## config.mk

```make
export PLATFORM = sky130hd
export DESIGN_NAME = shortest_queue_server_dispatcher_flat
export DESIGN_NICKNAME = d
export VERILOG_FILES = /design/src/sv/sqsd_pkg.sv /design/src/sv/sqsd_if.sv /design/src/sv/sqsd_cfg.sv /design/src/sv/sqsd_core.sv /design/src/sv/shortest_queue_server_dispatcher.sv /design/src/flat_wrapper.sv
export SDC_FILE = /design/constraint.sdc
export NUM_CORES = 2
export LEC_CHECK = 0
export ABC_AREA = 1
export BUFFER_PORTS_ARGS = -buffer_cell sky130_fd_sc_hd__buf_4
export CORE_UTILIZATION = 40
export CTS_CLUSTER_DIAMETER = 30
export CTS_CLUSTER_SIZE = 30
export DETAILED_ROUTE_END_ITERATION = 8
export GPL_TIMING_DRIVEN = 0
export PLACE_DENSITY_LB_ADDON = 0.15
export SLEW_MARGIN = 10
export SYNTH_ARGS = -nofsm -noshare
export SYNTH_HDL_FRONTEND = slang
export SYNTH_SLANG_ARGS = --single-unit
```

## constraint.sdc

```tcl
create_clock -name clk -period 18.5 [get_ports clk]
set_input_delay 3.7 -clock clk [delete_from_list [all_inputs] [get_ports clk]]
set_output_delay 3.7 -clock clk [all_outputs]
set_load 0.01 [all_outputs]
```

## src/sv/sqsd_pkg.sv

```systemverilog
`timescale 1ns / 1ps
// ----------------------------------------------------------------------------
// Shortest-queue dispatcher package
// Sizes, codes and shared types of the dispatcher.
// ----------------------------------------------------------------------------
package sqsd_pkg;

	localparam int SRV_CNT     = 4;
	localparam int QUEUE_DEPTH = 16;
	localparam int TAG_WIDTH   = 16;

	localparam int SRV_W   = $clog2(SRV_CNT);
	localparam int NSRV_W  = $clog2(SRV_CNT + 1);
	localparam int SLOT_W  = $clog2(QUEUE_DEPTH);
	localparam int CNT_W   = $clog2(QUEUE_DEPTH + 1);
	localparam int ADDR_W  = SRV_W + SLOT_W;
	localparam int DROP_W  = 32;
	localparam int CFG_AW  = 5;
	localparam int CFG_DW  = 32;

	typedef enum logic [2:0] {
		OUT_STARTED,
		OUT_QUEUED,
		OUT_DROPPED,
		OUT_DONE_IDLE,
		OUT_DONE_NEXT,
		OUT_ERROR
	} outcome_t;

	typedef enum logic {
		OP_ARRIVAL,
		OP_DONE
	} op_t;

	typedef enum logic [2:0] {
		REG_SERVERS,
		REG_LIMIT0,
		REG_LIMIT1,
		REG_LIMIT2,
		REG_LIMIT3
	} reg_idx_t;

	typedef struct packed {
		logic [NSRV_W-1:0]              servers_in_use;
		logic [SRV_CNT-1:0][CNT_W-1:0]  queue_limit;
	} cfg_t;

endpackage

```

## src/sv/sqsd_if.sv

```systemverilog
`timescale 1ns / 1ps
// ----------------------------------------------------------------------------
// Shortest-queue dispatcher channels
// Event channel and result channel, valid/ready with payload.
// ----------------------------------------------------------------------------
interface sqsd_evt_if;
	import sqsd_pkg::*;

	logic                 valid;
	logic                 ready;
	logic                 op;
	logic [SRV_W-1:0]     done_srv;
	logic [TAG_WIDTH-1:0] job_tag;

	modport source (output valid, op, done_srv, job_tag, input ready);
	modport sink (input valid, op, done_srv, job_tag, output ready);
endinterface

interface sqsd_res_if;
	import sqsd_pkg::*;

	logic                 valid;
	logic                 ready;
	logic [2:0]           outcome;
	logic [SRV_W-1:0]     srv_id;
	logic [TAG_WIDTH-1:0] finished_tag;
	logic [TAG_WIDTH-1:0] started_tag;
	logic [CNT_W-1:0]     queue_length;
	logic [DROP_W-1:0]    drop_total;

	modport source (output valid, outcome, srv_id, finished_tag, started_tag,
		queue_length, drop_total, input ready);
	modport sink (input valid, outcome, srv_id, finished_tag, started_tag,
		queue_length, drop_total, output ready);
endinterface

```

## src/sv/sqsd_cfg.sv

```systemverilog
`timescale 1ns / 1ps
// ----------------------------------------------------------------------------
// Shortest-queue dispatcher register file
// APB-style configuration registers: servers in use and per-server limits.
// ----------------------------------------------------------------------------
module sqsd_cfg (
	input  logic                          clk,
	input  logic                          arst_n,
	input  logic                          psel,
	input  logic                          penable,
	input  logic                          pwrite,
	input  logic [sqsd_pkg::CFG_AW-1:0]   paddr,
	input  logic [sqsd_pkg::CFG_DW-1:0]   pwdata,
	output logic [sqsd_pkg::CFG_DW-1:0]   prdata,
	output logic                          pready,
	output sqsd_pkg::cfg_t                cfg
);
	import sqsd_pkg::*;

	cfg_t     cfg_q;
	reg_idx_t idx;
	logic     wr;

	assign idx    = reg_idx_t'(paddr[4:2]);
	assign wr     = psel && penable && pwrite;
	assign pready = 1'b1;
	assign cfg    = cfg_q;

	always_ff @(posedge clk or negedge arst_n) begin
		if (!arst_n) begin
			cfg_q.servers_in_use <= NSRV_W'(SRV_CNT);
			for (int i = 0; i < SRV_CNT; i++) begin
				cfg_q.queue_limit[i] <= CNT_W'(QUEUE_DEPTH);
			end
		end else if (wr) begin
			unique case (idx)
				REG_SERVERS: cfg_q.servers_in_use <= pwdata[NSRV_W-1:0];
				REG_LIMIT0:  cfg_q.queue_limit[0] <= pwdata[CNT_W-1:0];
				REG_LIMIT1:  cfg_q.queue_limit[1] <= pwdata[CNT_W-1:0];
				REG_LIMIT2:  cfg_q.queue_limit[2] <= pwdata[CNT_W-1:0];
				REG_LIMIT3:  cfg_q.queue_limit[3] <= pwdata[CNT_W-1:0];
				default: ;
			endcase
		end
	end

	always_comb begin
		prdata = '0;
		unique case (idx)
			REG_SERVERS: prdata = CFG_DW'(cfg_q.servers_in_use);
			REG_LIMIT0:  prdata = CFG_DW'(cfg_q.queue_limit[0]);
			REG_LIMIT1:  prdata = CFG_DW'(cfg_q.queue_limit[1]);
			REG_LIMIT2:  prdata = CFG_DW'(cfg_q.queue_limit[2]);
			REG_LIMIT3:  prdata = CFG_DW'(cfg_q.queue_limit[3]);
			default:     prdata = '0;
		endcase
	end
endmodule

```

## src/sv/sqsd_core.sv

```systemverilog
`timescale 1ns / 1ps
// ----------------------------------------------------------------------------
// Shortest-queue dispatcher core
// Input register, dispatch decision, server state, wait memory, result register.
// ----------------------------------------------------------------------------
module sqsd_core (
	input  logic            clk,
	input  logic            arst_n,
	input  sqsd_pkg::cfg_t  cfg,
	sqsd_evt_if.sink        evt,
	sqsd_res_if.source      res
);
	import sqsd_pkg::*;

	logic                 valid_s1;
	op_t                  op_s1;
	logic [SRV_W-1:0]     target_s1;
	logic [TAG_WIDTH-1:0] tag_s1;

	logic                 valid_s2;
	outcome_t             outcome_s2;
	logic [SRV_W-1:0]     server_s2;
	logic [TAG_WIDTH-1:0] fin_s2;
	logic [TAG_WIDTH-1:0] start_s2;
	logic                 start_mem_s2;
	logic [CNT_W-1:0]     qlen_s2;
	logic [DROP_W-1:0]    drop_s2;
	logic [TAG_WIDTH-1:0] rd_data_s2;

	logic [SRV_CNT-1:0]                busy_q;
	logic [CNT_W-1:0]                  count_q   [SRV_CNT];
	logic [SLOT_W-1:0]                 head_q    [SRV_CNT];
	logic [TAG_WIDTH-1:0]              serving_q [SRV_CNT];
	logic [DROP_W-1:0]                 drop_q;
	logic                              pend_q;
	logic [SRV_W-1:0]                  pend_srv_q;

	logic [TAG_WIDTH-1:0] mem [SRV_CNT*QUEUE_DEPTH];

	logic                 adv;
	logic [NSRV_W-1:0]    n_act;
	logic [SRV_W-1:0]     pick;
	logic [SRV_W-1:0]     sel;
	logic [CNT_W-1:0]     lim;
	logic [CNT_W-1:0]     cnt_sel;
	logic [TAG_WIDTH-1:0] fin_tag;
	logic [DROP_W-1:0]    drop_nxt;
	logic                 do_start, do_queue, do_drop, do_idle, do_next;
	outcome_t             outcome;
	logic [CNT_W-1:0]     qlen;
	logic [ADDR_W-1:0]    wr_addr;
	logic [ADDR_W-1:0]    rd_addr;

	assign adv       = valid_s1 && (!valid_s2 || res.ready);
	assign evt.ready = !valid_s1 || adv;

	always_ff @(posedge clk or negedge arst_n) begin
		if (!arst_n) begin
			valid_s1 <= 1'b0;
		end else if (evt.ready) begin
			valid_s1 <= evt.valid;
		end
	end

	always_ff @(posedge clk) begin
		if (evt.valid && evt.ready) begin
			op_s1     <= op_t'(evt.op);
			target_s1 <= evt.done_srv;
			tag_s1    <= evt.job_tag;
		end
	end

	always_comb begin
		if (cfg.servers_in_use == '0) begin
			n_act = NSRV_W'(1);
		end else if (cfg.servers_in_use > NSRV_W'(SRV_CNT)) begin
			n_act = NSRV_W'(SRV_CNT);
		end else begin
			n_act = cfg.servers_in_use;
		end
		pick = '0;
		for (int i = 1; i < SRV_CNT; i++) begin
			if (NSRV_W'(i) < n_act && count_q[i] < count_q[pick]) begin
				pick = SRV_W'(i);
			end
		end
		for (int i = 0; i < SRV_CNT; i++) begin
			if (NSRV_W'(i) < n_act && !busy_q[i]) begin
				pick = SRV_W'(i);
			end
		end
	end

	assign sel     = (op_s1 == OP_ARRIVAL) ? pick : target_s1;
	assign cnt_sel = count_q[sel];
	assign lim     = (cfg.queue_limit[sel] > CNT_W'(QUEUE_DEPTH)) ? CNT_W'(QUEUE_DEPTH)
		: cfg.queue_limit[sel];
	assign fin_tag = (pend_q && pend_srv_q == sel) ? rd_data_s2 : serving_q[sel];
	assign drop_nxt = (drop_q != '1) ? drop_q + DROP_W'(1) : drop_q;
	assign wr_addr = {sel, SLOT_W'(CNT_W'(head_q[sel]) + cnt_sel)};
	assign rd_addr = {sel, head_q[sel]};

	always_comb begin
		do_start = 1'b0;
		do_queue = 1'b0;
		do_drop  = 1'b0;
		do_idle  = 1'b0;
		do_next  = 1'b0;
		outcome  = OUT_ERROR;
		qlen     = cnt_sel;
		unique case (op_s1)
			OP_ARRIVAL: begin
				priority if (!busy_q[sel]) begin
					do_start = 1'b1;
					outcome  = OUT_STARTED;
				end else if (cnt_sel < lim) begin
					do_queue = 1'b1;
					outcome  = OUT_QUEUED;
					qlen     = cnt_sel + CNT_W'(1);
				end else begin
					do_drop  = 1'b1;
					outcome  = OUT_DROPPED;
				end
			end
			OP_DONE: begin
				priority if (!busy_q[sel]) begin
					outcome = OUT_ERROR;
				end else if (cnt_sel == '0) begin
					do_idle = 1'b1;
					outcome = OUT_DONE_IDLE;
					qlen    = '0;
				end else begin
					do_next = 1'b1;
					outcome = OUT_DONE_NEXT;
					qlen    = cnt_sel - CNT_W'(1);
				end
			end
			default: outcome = OUT_ERROR;
		endcase
	end

	always_ff @(posedge clk or negedge arst_n) begin
		if (!arst_n) begin
			busy_q     <= '0;
			drop_q     <= '0;
			pend_q     <= 1'b0;
			pend_srv_q <= '0;
			valid_s2   <= 1'b0;
			for (int i = 0; i < SRV_CNT; i++) begin
				count_q[i] <= '0;
				head_q[i]  <= '0;
			end
		end else begin
			pend_q <= adv && do_next;
			if (adv) begin
				valid_s2 <= 1'b1;
			end else if (res.ready) begin
				valid_s2 <= 1'b0;
			end
			if (adv) begin
				if (do_next) begin
					pend_srv_q   <= sel;
					head_q[sel]  <= head_q[sel] + SLOT_W'(1);
					count_q[sel] <= cnt_sel - CNT_W'(1);
				end
				if (do_start) begin
					busy_q[sel] <= 1'b1;
				end
				if (do_idle) begin
					busy_q[sel] <= 1'b0;
				end
				if (do_queue) begin
					count_q[sel] <= cnt_sel + CNT_W'(1);
				end
				if (do_drop) begin
					drop_q <= drop_nxt;
				end
			end
		end
	end

	always_ff @(posedge clk) begin
		if (pend_q) begin
			serving_q[pend_srv_q] <= rd_data_s2;
		end
		if (adv && do_start) begin
			serving_q[sel] <= tag_s1;
		end
	end

	always_ff @(posedge clk) begin
		if (adv && do_queue) begin
			mem[wr_addr] <= tag_s1;
		end
		if (adv && do_next) begin
			rd_data_s2 <= mem[rd_addr];
		end
	end

	always_ff @(posedge clk) begin
		if (adv) begin
			outcome_s2   <= outcome;
			server_s2    <= sel;
			fin_s2       <= (do_idle || do_next) ? fin_tag : '0;
			start_s2     <= do_start ? tag_s1 : '0;
			start_mem_s2 <= do_next;
			qlen_s2      <= qlen;
			drop_s2      <= do_drop ? drop_nxt : drop_q;
		end
	end

	assign res.valid        = valid_s2;
	assign res.outcome      = outcome_s2;
	assign res.srv_id       = server_s2;
	assign res.finished_tag = fin_s2;
	assign res.started_tag  = start_mem_s2 ? rd_data_s2 : start_s2;
	assign res.queue_length = qlen_s2;
	assign res.drop_total   = drop_s2;
endmodule

```

## src/sv/shortest_queue_server_dispatcher.sv

```systemverilog
`timescale 1ns / 1ps
// Path: an accepted item passes the input register, then the result register.
// Throughput: one item per cycle unless the result channel stalls; the wait
// memory read of a completion lands in the result register and is forwarded
// to the next completion at the same server.
// Reset: asynchronous, active low; all servers idle, queues empty, drop count zero,
// registers at four servers and limit 16. No clearing pass.
// ----------------------------------------------------------------------------
// Shortest-queue server dispatcher
// Join-shortest-queue dispatch of jobs over four servers with bounded queues.
// ----------------------------------------------------------------------------
module shortest_queue_server_dispatcher (
	input  logic                          clk,
	input  logic                          arst_n,
	input  logic                          psel,
	input  logic                          penable,
	input  logic                          pwrite,
	input  logic [sqsd_pkg::CFG_AW-1:0]   paddr,
	input  logic [sqsd_pkg::CFG_DW-1:0]   pwdata,
	output logic [sqsd_pkg::CFG_DW-1:0]   prdata,
	output logic                          pready,
	sqsd_evt_if.sink                      evt,
	sqsd_res_if.source                    res
);
	import sqsd_pkg::*;

	cfg_t cfg;

	sqsd_cfg u_cfg (
		.clk     (clk),
		.arst_n  (arst_n),
		.psel    (psel),
		.penable (penable),
		.pwrite  (pwrite),
		.paddr   (paddr),
		.pwdata  (pwdata),
		.prdata  (prdata),
		.pready  (pready),
		.cfg     (cfg)
	);

	sqsd_core u_core (
		.clk    (clk),
		.arst_n (arst_n),
		.cfg    (cfg),
		.evt    (evt),
		.res    (res)
	);
endmodule

```

## src/flat_wrapper.sv

```systemverilog
// flat-port wrapper written by rule: the top's interface ports become plain ports
module shortest_queue_server_dispatcher_flat import sqsd_pkg::*;
  (clk, arst_n, psel, penable, pwrite, paddr, pwdata, prdata, pready, evt_valid, evt_op, evt_done_srv, evt_job_tag, evt_ready, res_valid, res_outcome, res_srv_id, res_finished_tag, res_started_tag, res_queue_length, res_drop_total, res_ready);
  sqsd_evt_if evt_i ();
  sqsd_res_if res_i ();
  input  logic clk;
  input  logic arst_n;
  input  logic psel;
  input  logic penable;
  input  logic pwrite;
  input  logic [sqsd_pkg::CFG_AW-1:0] paddr;
  input  logic [sqsd_pkg::CFG_DW-1:0] pwdata;
  output logic [sqsd_pkg::CFG_DW-1:0] prdata;
  output logic pready;
  input wire logic [$bits(evt_i.valid)-1:0] evt_valid;
  input wire logic [$bits(evt_i.op)-1:0] evt_op;
  input wire logic [$bits(evt_i.done_srv)-1:0] evt_done_srv;
  input wire logic [$bits(evt_i.job_tag)-1:0] evt_job_tag;
  output wire logic [$bits(evt_i.ready)-1:0] evt_ready;
  output wire logic [$bits(res_i.valid)-1:0] res_valid;
  output wire logic [$bits(res_i.outcome)-1:0] res_outcome;
  output wire logic [$bits(res_i.srv_id)-1:0] res_srv_id;
  output wire logic [$bits(res_i.finished_tag)-1:0] res_finished_tag;
  output wire logic [$bits(res_i.started_tag)-1:0] res_started_tag;
  output wire logic [$bits(res_i.queue_length)-1:0] res_queue_length;
  output wire logic [$bits(res_i.drop_total)-1:0] res_drop_total;
  input wire logic [$bits(res_i.ready)-1:0] res_ready;
  assign evt_i.valid = evt_valid;
  assign evt_i.op = evt_op;
  assign evt_i.done_srv = evt_done_srv;
  assign evt_i.job_tag = evt_job_tag;
  assign evt_ready = evt_i.ready;
  assign res_valid = res_i.valid;
  assign res_outcome = res_i.outcome;
  assign res_srv_id = res_i.srv_id;
  assign res_finished_tag = res_i.finished_tag;
  assign res_started_tag = res_i.started_tag;
  assign res_queue_length = res_i.queue_length;
  assign res_drop_total = res_i.drop_total;
  assign res_i.ready = res_ready;
  shortest_queue_server_dispatcher u_core (.clk(clk), .arst_n(arst_n), .psel(psel), .penable(penable), .pwrite(pwrite), .paddr(paddr), .pwdata(pwdata), .prdata(prdata), .pready(pready), .evt(evt_i), .res(res_i));
endmodule
```

# After elaboration in Yosys (flattened, before gate mapping)
# Memory sizes are Yosys's and may differ from the RTL's. A register that Yosys moved wholly into a read port is not among the register bits.
# Cells that the tools add are included.
# word_totals
regBits,178
ram_bits,1088
out_inout_bits,109
elab_cells,177
n_memories,2
# op_classes
addsub,5
magnitude_cmp,16
eq_ne,5
muxes,78
bitwise,7
n_reduce_logical,36
# mem_list
name,words,width,read_ports,rd_clocked_by_memory_dff,write_ports,line_no,source
u_core.u_core.mem,64,16,1,1,1,sqsd_core.sv:38,logic [TAG_WIDTH-1:0] mem [SRV_CNT*QUEUE_DEPTH];
u_core.u_core.serving_q,4,16,1,1,2,sqsd_core.sv:33,logic [TAG_WIDTH-1:0] serving_q [SRV_CNT];
# ops
op,n
2-to-1 mux 5 bit,13
2-to-1 mux 32 bit,2
2-to-1 mux 20 bit,3
binary-select mux 5 bit (select 2 bit),4
bitwise mux 20 bit,2
adder 32 x 1 -> 32 bit (second input constant),1
!= test 32 bit (second input constant),1
2-to-1 mux 1 bit,25
one-hot mux 5 bit (5 select lines),1
2-to-1 mux 4 bit,6
less-than comparator 5 bit,4
2-to-1 mux 2 bit,9
bitwise mux 16 bit,1
logical AND 1 bit,16
2-to-1 mux 16 bit,1
2-to-1 mux 3 bit,4
AND reduction 2 bit,6
demux 5 bit (select 2 bit),1
one-hot mux 5 bit (2 select lines),1
greater-or-equal comparator 3 bit (second input constant),3
NOT 2 -> 3 bit,3
binary-select mux 4 bit (select 2 bit),1
demux 4 bit (select 2 bit),1
zero test 1 bit,7
other kinds (25),31

# Logic depth before layout (Yosys ltp)
# logic_depth
depth_word,37
depth_mapped,47
mapped_depth_nobuf,44

# By module
# A second synthesis with hierarchy kept.
# hier_totals
hier_cells,5888
hier_area_um2,59804.9
# by_module_without_submodules
module,instances,cells_each,area_per_inst_um2,seq_area_each_um2
sqsd_core,1,5706,58293.4,37901.4
sqsd_cfg,1,182,1511.4,581.8

# Worst setup path before layout
# OpenSTA, ideal clock, no wires.
# synth_timing
path_type,input port to output port
startpoint,input paddr[3] (netlist bit)
endpoint,output prdata[0] (netlist bit)
arrival_ps,4452
t_required_ps,14800
path_slack_ps,10348
cell_stages,6
n_path_buf,0
path_cell_list,inv_1 nor3_1 inv_1 o22ai_1 a221oi_1 nand2_1
# synth_via
elab_chain_cells,2
elab_cells_between_ends,6
# synth_lines
element,line_no,source
start: declaration,flat_wrapper.sv:11,input logic [sqsd_pkg::CFG_AW-1:0] paddr;
equality test 3 bit (tied with other cells),sqsd_cfg.sv:49,unique case (idx)
one-hot mux 5 bit (5 select lines) *,sqsd_cfg.sv:49,
end: declaration,flat_wrapper.sv:13,output logic [sqsd_pkg::CFG_DW-1:0] prdata;
# Mark *: on every way between the ends. The rest lies on a longest branch, timed or not.

# Worst setup path in the final report
# layout_timing
startpoint,register u_core.u_core.count_q[18] (netlist bit)
endpoint,"memory u_core.u_core.mem[62][13], enable pin"
# layout_via
elab_chain_cells,33
elab_cells_between_ends,43
# layout_lines
element,line_no,source
start: declaration,sqsd_core.sv:31,logic [CNT_W-1:0] count_q [SRV_CNT];
start signal: indexed assignment,sqsd_core.sv:164,count_q[sel] <= cnt_sel - CNT_W'(1);
start signal: indexed assignment,sqsd_core.sv:173,count_q[sel] <= cnt_sel + CNT_W'(1);
less-than comparator 5 bit,sqsd_core.sv:83,if (NSRV_W'(i) < n_act && count_q[i] < count_q[pick]) begin
logical AND 1 bit,sqsd_core.sv:83,
2-to-1 mux 1 bit,sqsd_core.sv:83,
NOT 2 -> 3 bit (implied by the code),sqsd_core.sv:83,
binary-select mux 5 bit (select 2 bit),sqsd_core.sv:83,
2-to-1 mux 5 bit (implied by the code) (2 in a row),sqsd_core.sv:83,
less-than comparator 5 bit,sqsd_core.sv:83,
logical AND 1 bit,sqsd_core.sv:83,
[16 not listed],-,
2-to-1 mux 5 bit (on tied branches),"sqsd_core.sv:96, sqsd_core.sv:95",
less-than comparator 5 bit,sqsd_core.sv:116,end else if (cnt_sel < lim) begin
2-to-1 mux 1 bit,sqsd_core.sv:116,
2-to-1 mux 1 bit,sqsd_core.sv:113,priority if (!busy_q[sel]) begin
2-to-1 mux 1 bit,sqsd_core.sv:111,unique case (op_s1)
logical AND 1 bit,sqsd_core.sv:192,if (adv && do_queue) begin
2-to-1 mux 1 bit,sqsd_core.sv:192,
2-to-1 mux 1 bit (implied by the code),sqsd_core.sv:193,mem[wr_addr] <= tag_s1;
end: declaration,sqsd_core.sv:38,
# Several ways; a longest one is shown, not always the timed one. The select of a mux whose other input is x is not followed.

==> results.md <==
- CP Data Required Time: around 19000 ps
- Fin crit period: slightly below 10000 ps
- Slowest stage cell, crit path: nor3_2
- Main flop type after synthesis: edfxtp_1
- # hold bufs at CTS: 0
- Clk_lat worst skew: 940 ps
- Maximum vdd ir drop: 0.000117 V
- Yosys Warn Count: 0
- Relative slew margins: 0.258
- Dpl hpwl: around 160000 µm
- Clock sinks: around 1300
- Critical path fanouts, max: 10
- Worst slew pin tran: 1110 ps
- Setup crit start: u_core.u_core.count_q[18]$_DFFE_PN0P_
- Final max-slew violation count: 0
- Initial antenna violation count: 4
- Synth-to-Final Area Change: 28.0%
- Clock root buffer: clkbuf_16
- Gr usage total: 0.280
- H-tree lvl count: 5
- Setup ws final: ~9000 ps
- Vias in the first global route: roughly 44000
- Hold/Removal Path Class: register to register
- CTS resizes: 0
- Synthesized instance count: around 5900
- Avg Inst Size Synth: slightly above 10 µm²
- # port buffers: between 100 and 150
- Fmax: between 100 and 150 MHz
- Initial Utilization: 0.403
- Slowest stage delay, CP: between 800 and 900 ps
- Final hold viol count: 0
- Post-CTS Repair Setup Buffers: 0
- First-pass GRT wire length: between 300000 and 400000 µm
- Crit path launch type: register
- Worst R2R Start: u_core.u_core.count_q[18]$_DFFE_PN0P_
- Total power: between 0.015 and 0.02 W
- Share of power burned in registers: 0.232
- Setup TNS: 0 ps
- Final critical-path share of the clock period: 0.523
- CTS tree: built
- Seq/Total Area, Yosys: 0.637
- Crit path kind: register to register
- PwrDens: 198 mW/mm²
- Final RePlAce weighted congestion: just over 1
- Fillers: between 10000 and 15000
- Largest net degree at the start of global routing: about 100
- DRT Pass-1 Iters: 7
- WP data arrival: slightly above 10000 ps
- Status: finished, final reports clean
- Multi-input logic area: 0.0178 mm²
- Nets@finish: about 6600
- Post-DP Area: 0.0666 mm²
- Power share of the combinational group: 0.404
- Clock slew at reported path FFs: ~40 ps
- Post-Route Skew: around 110 ps
- Leakage: ~31 nW
- Max-Cap Viols: 0
- Vias per cell: between 5 and 6
- Synth unique cells: 49
- Fraction of layout cells with a size suffix above 1: 0.164
- Hold Crit Start: u_core.u_core.head_q[14]$_DFFE_PN0P_
- CP Capture Type: register
- Die height: between 300 and 400 µm
- Post-DRT Antenna Nets: 0
- Psw: about 0.0064 W
- CTS Buf Count: about 320
- Final core utilization: 0.516
- Die Wd: around 400 µm
- Boundary pin count: between 150 and 200
- Mapped cell area: between 0.06 and 0.07 mm²
- Final setup violation count: 0
- Ys async rst share: 0.0770
- Internal power: a little under 0.009 W
- Clock power share: 0.363
- Drt drc: 0
- Finished Cell Area: approximately 0.077 mm²
- Die area: ~0.15 mm²
- Post-synthesis sequential element count: about 1300
- Wire per inst: between 20 and 25 µm
- Cell Rows: between 100 and 150
- CTS Buffer Depth: 4
- Setup repair after global routing missed its margin: false
- Grt ovf: 0
- 1st-iter DRT viols: around 5300
- Sw frac: 0.422
- Core box area: roughly 0.15 mm²
- Register area: about 0.038 mm²
- Antenna diode count: 0
- CP most frequent cell: nand2_1
- Pre-CTS worst setup slack: about 9000 ps
- Total Wirelength: approximately 210000 µm
- Via count: 46418
- EDFF count, synth: 1198
==> cell families after synthesis <==
group                    count (synthesis)  share of synthesized area
XOR/XNOR                                13                    0.00189
flip-flops                            1298                      0.637
other                                    2                   0.000124
buffers and inverters                 1084                     0.0738
multiplexers                            24                    0.00448
AO/OA/AOI/OAI                          239                     0.0220
adder cells (fa/ha/maj)                 24                    0.00510
AND/OR/NAND/NOR                       3175                      0.255
==> state kept, by name, indices dropped and copies added, names as in the netlist, 2 cells and up, named ones only <==
name                            flops
u_core.u_core.mem                1024
u_core.u_core.serving_q            64
u_core.u_core.drop_q               32
u_core.u_core.res.drop_total       32
u_core.u_cfg.cfg                   23
u_core.u_core.count_q              20
u_core.u_core.head_q               16
u_core.u_core.rd_data_s2           16
u_core.u_core.res.finished_tag     16
u_core.u_core.start_s2             16
u_core.u_core.tag_s1               16
u_core.u_core.res.queue_length      5
u_core.u_core.res.outcome           3
u_core.u_core.pend_srv_q            2
u_core.u_core.res.srv_id            2
u_core.u_core.target_s1             2
==> cell usage in the layout (no fill, tap or decap), types with 23 or more instances in the layout <==
cell / n
a21oi_1: 47
a22oi_1: 34
buf_1: 32
buf_16: 43
buf_2: 150
buf_4: 183
buf_8: 76
bufinv_16: 51
clkbuf_1: 181
clkbuf_16: 321
clkinv_1: 37
clkinv_2: 49
conb_1: 28
dfrtp_1: 95
edfxtp_1: 1198
ha_1: 23
inv_1: 694
nand2_1: 1382
nand3_1: 1029
nand3b_1: 484
nand4_1: 38
nor2_1: 100
nor2_2: 55
o21ai_0: 107
o21ai_1: 30
==> critical path, delay by kind of cell (launching register included) <==
family,cells,cell delay [ps]
and+or+nand+nor,21,3480
buffers and inverters,9,2250
AOI/OAI and AO/OA,8,2070
adders and majority gates,4,1180
DFF,1,400
==> layout make-up <==
class	instances	share of cell area
inverters	701	0.0341
clock buffers	355	0.106
flip-flops and latches	1298	0.498
plain buffers	383	0.0236
repair buffers	262	0.0444
well taps	2016	0.0326
clock inverters	193	0.0314
multi-input cells	3503	0.230
==> Yosys cell counts (all sizes together), types with 23 or more instances <==
| master | n | area share |
|---|---|---|
| nand2 | 1390 | 0.087 |
| edfxtp | 1198 | 0.60 |
| nand3 | 1042 | 0.088 |
| inv | 701 | 0.044 |
| nand3b | 484 | 0.060 |
| buf | 233 | 0.021 |
| nor2 | 161 | 0.011 |
| clkbuf | 150 | 0.0093 |
| o21ai | 142 | 0.012 |
| dfrtp | 95 | 0.039 |
| a21oi | 49 | 0.0042 |
| nand4 | 38 | 0.0039 |
| a22oi | 34 | 0.0042 |
| nor3 | 34 | 0.0028 |
| mux2 | 24 | 0.0045 |
| ha | 23 | 0.0048 |
==> worst paths after layout <==
kind | to | slack (ps) | depth (start not counted)
max in group asynchronous | u_core.u_core.drop_q[8]$_DFFE_PN0P_ | 14790 | 1
max | u_core.u_core.mem[62][13]$_DFFE_PP_ | 8830 | 42
min in group asynchronous | u_core.u_cfg.cfg[13]$_DFFE_PN0P_ | 2970 | 1
min reg2reg | u_core.u_core.head_q[14]$_DFFE_PN0P_ | 490 | 1
max reg2reg | u_core.u_core.mem[62][13]$_DFFE_PP_ | 8830 | 42
min | u_core.u_core.head_q[14]$_DFFE_PN0P_ | 490 | 1
==> routing by layer <==
layer | up-vias | routed length (µm) | GRT usage | share of wire
met2 | 2172 | 96600 | 0.433 | 0.45
met3 | 462 | 18400 | 0.0518 | 0.086
met1 | 22512 | 87700 | 0.373 | 0.41
li1 | 21270 | - | - | -
met5 | - | 13 | 0 | 0.000061
met4 | 2 | 11900 | 0.149 | 0.055
==> stage by stage <==
step | hold slack [ps] | std cells
floorplan | 453 | 5885
global placement | 468 | 8015
detailed placement | 480 | 8163
CTS | 489 | 8711
global route | 511 | 8711
finish | 485 | 8711
==> power groups by stage <==
stage               registers [W]  logic, W  clock network [W]
floorplan                 0.00359   0.00331                  0
global placement          0.00367   0.00578                  0
detailed placement        0.00360   0.00599                  0
CTS                       0.00355   0.00601            0.00559
global route              0.00356   0.00652            0.00574
finish                    0.00355   0.00617            0.00555
Note: power is estimated with default switching activity, not from simulation.
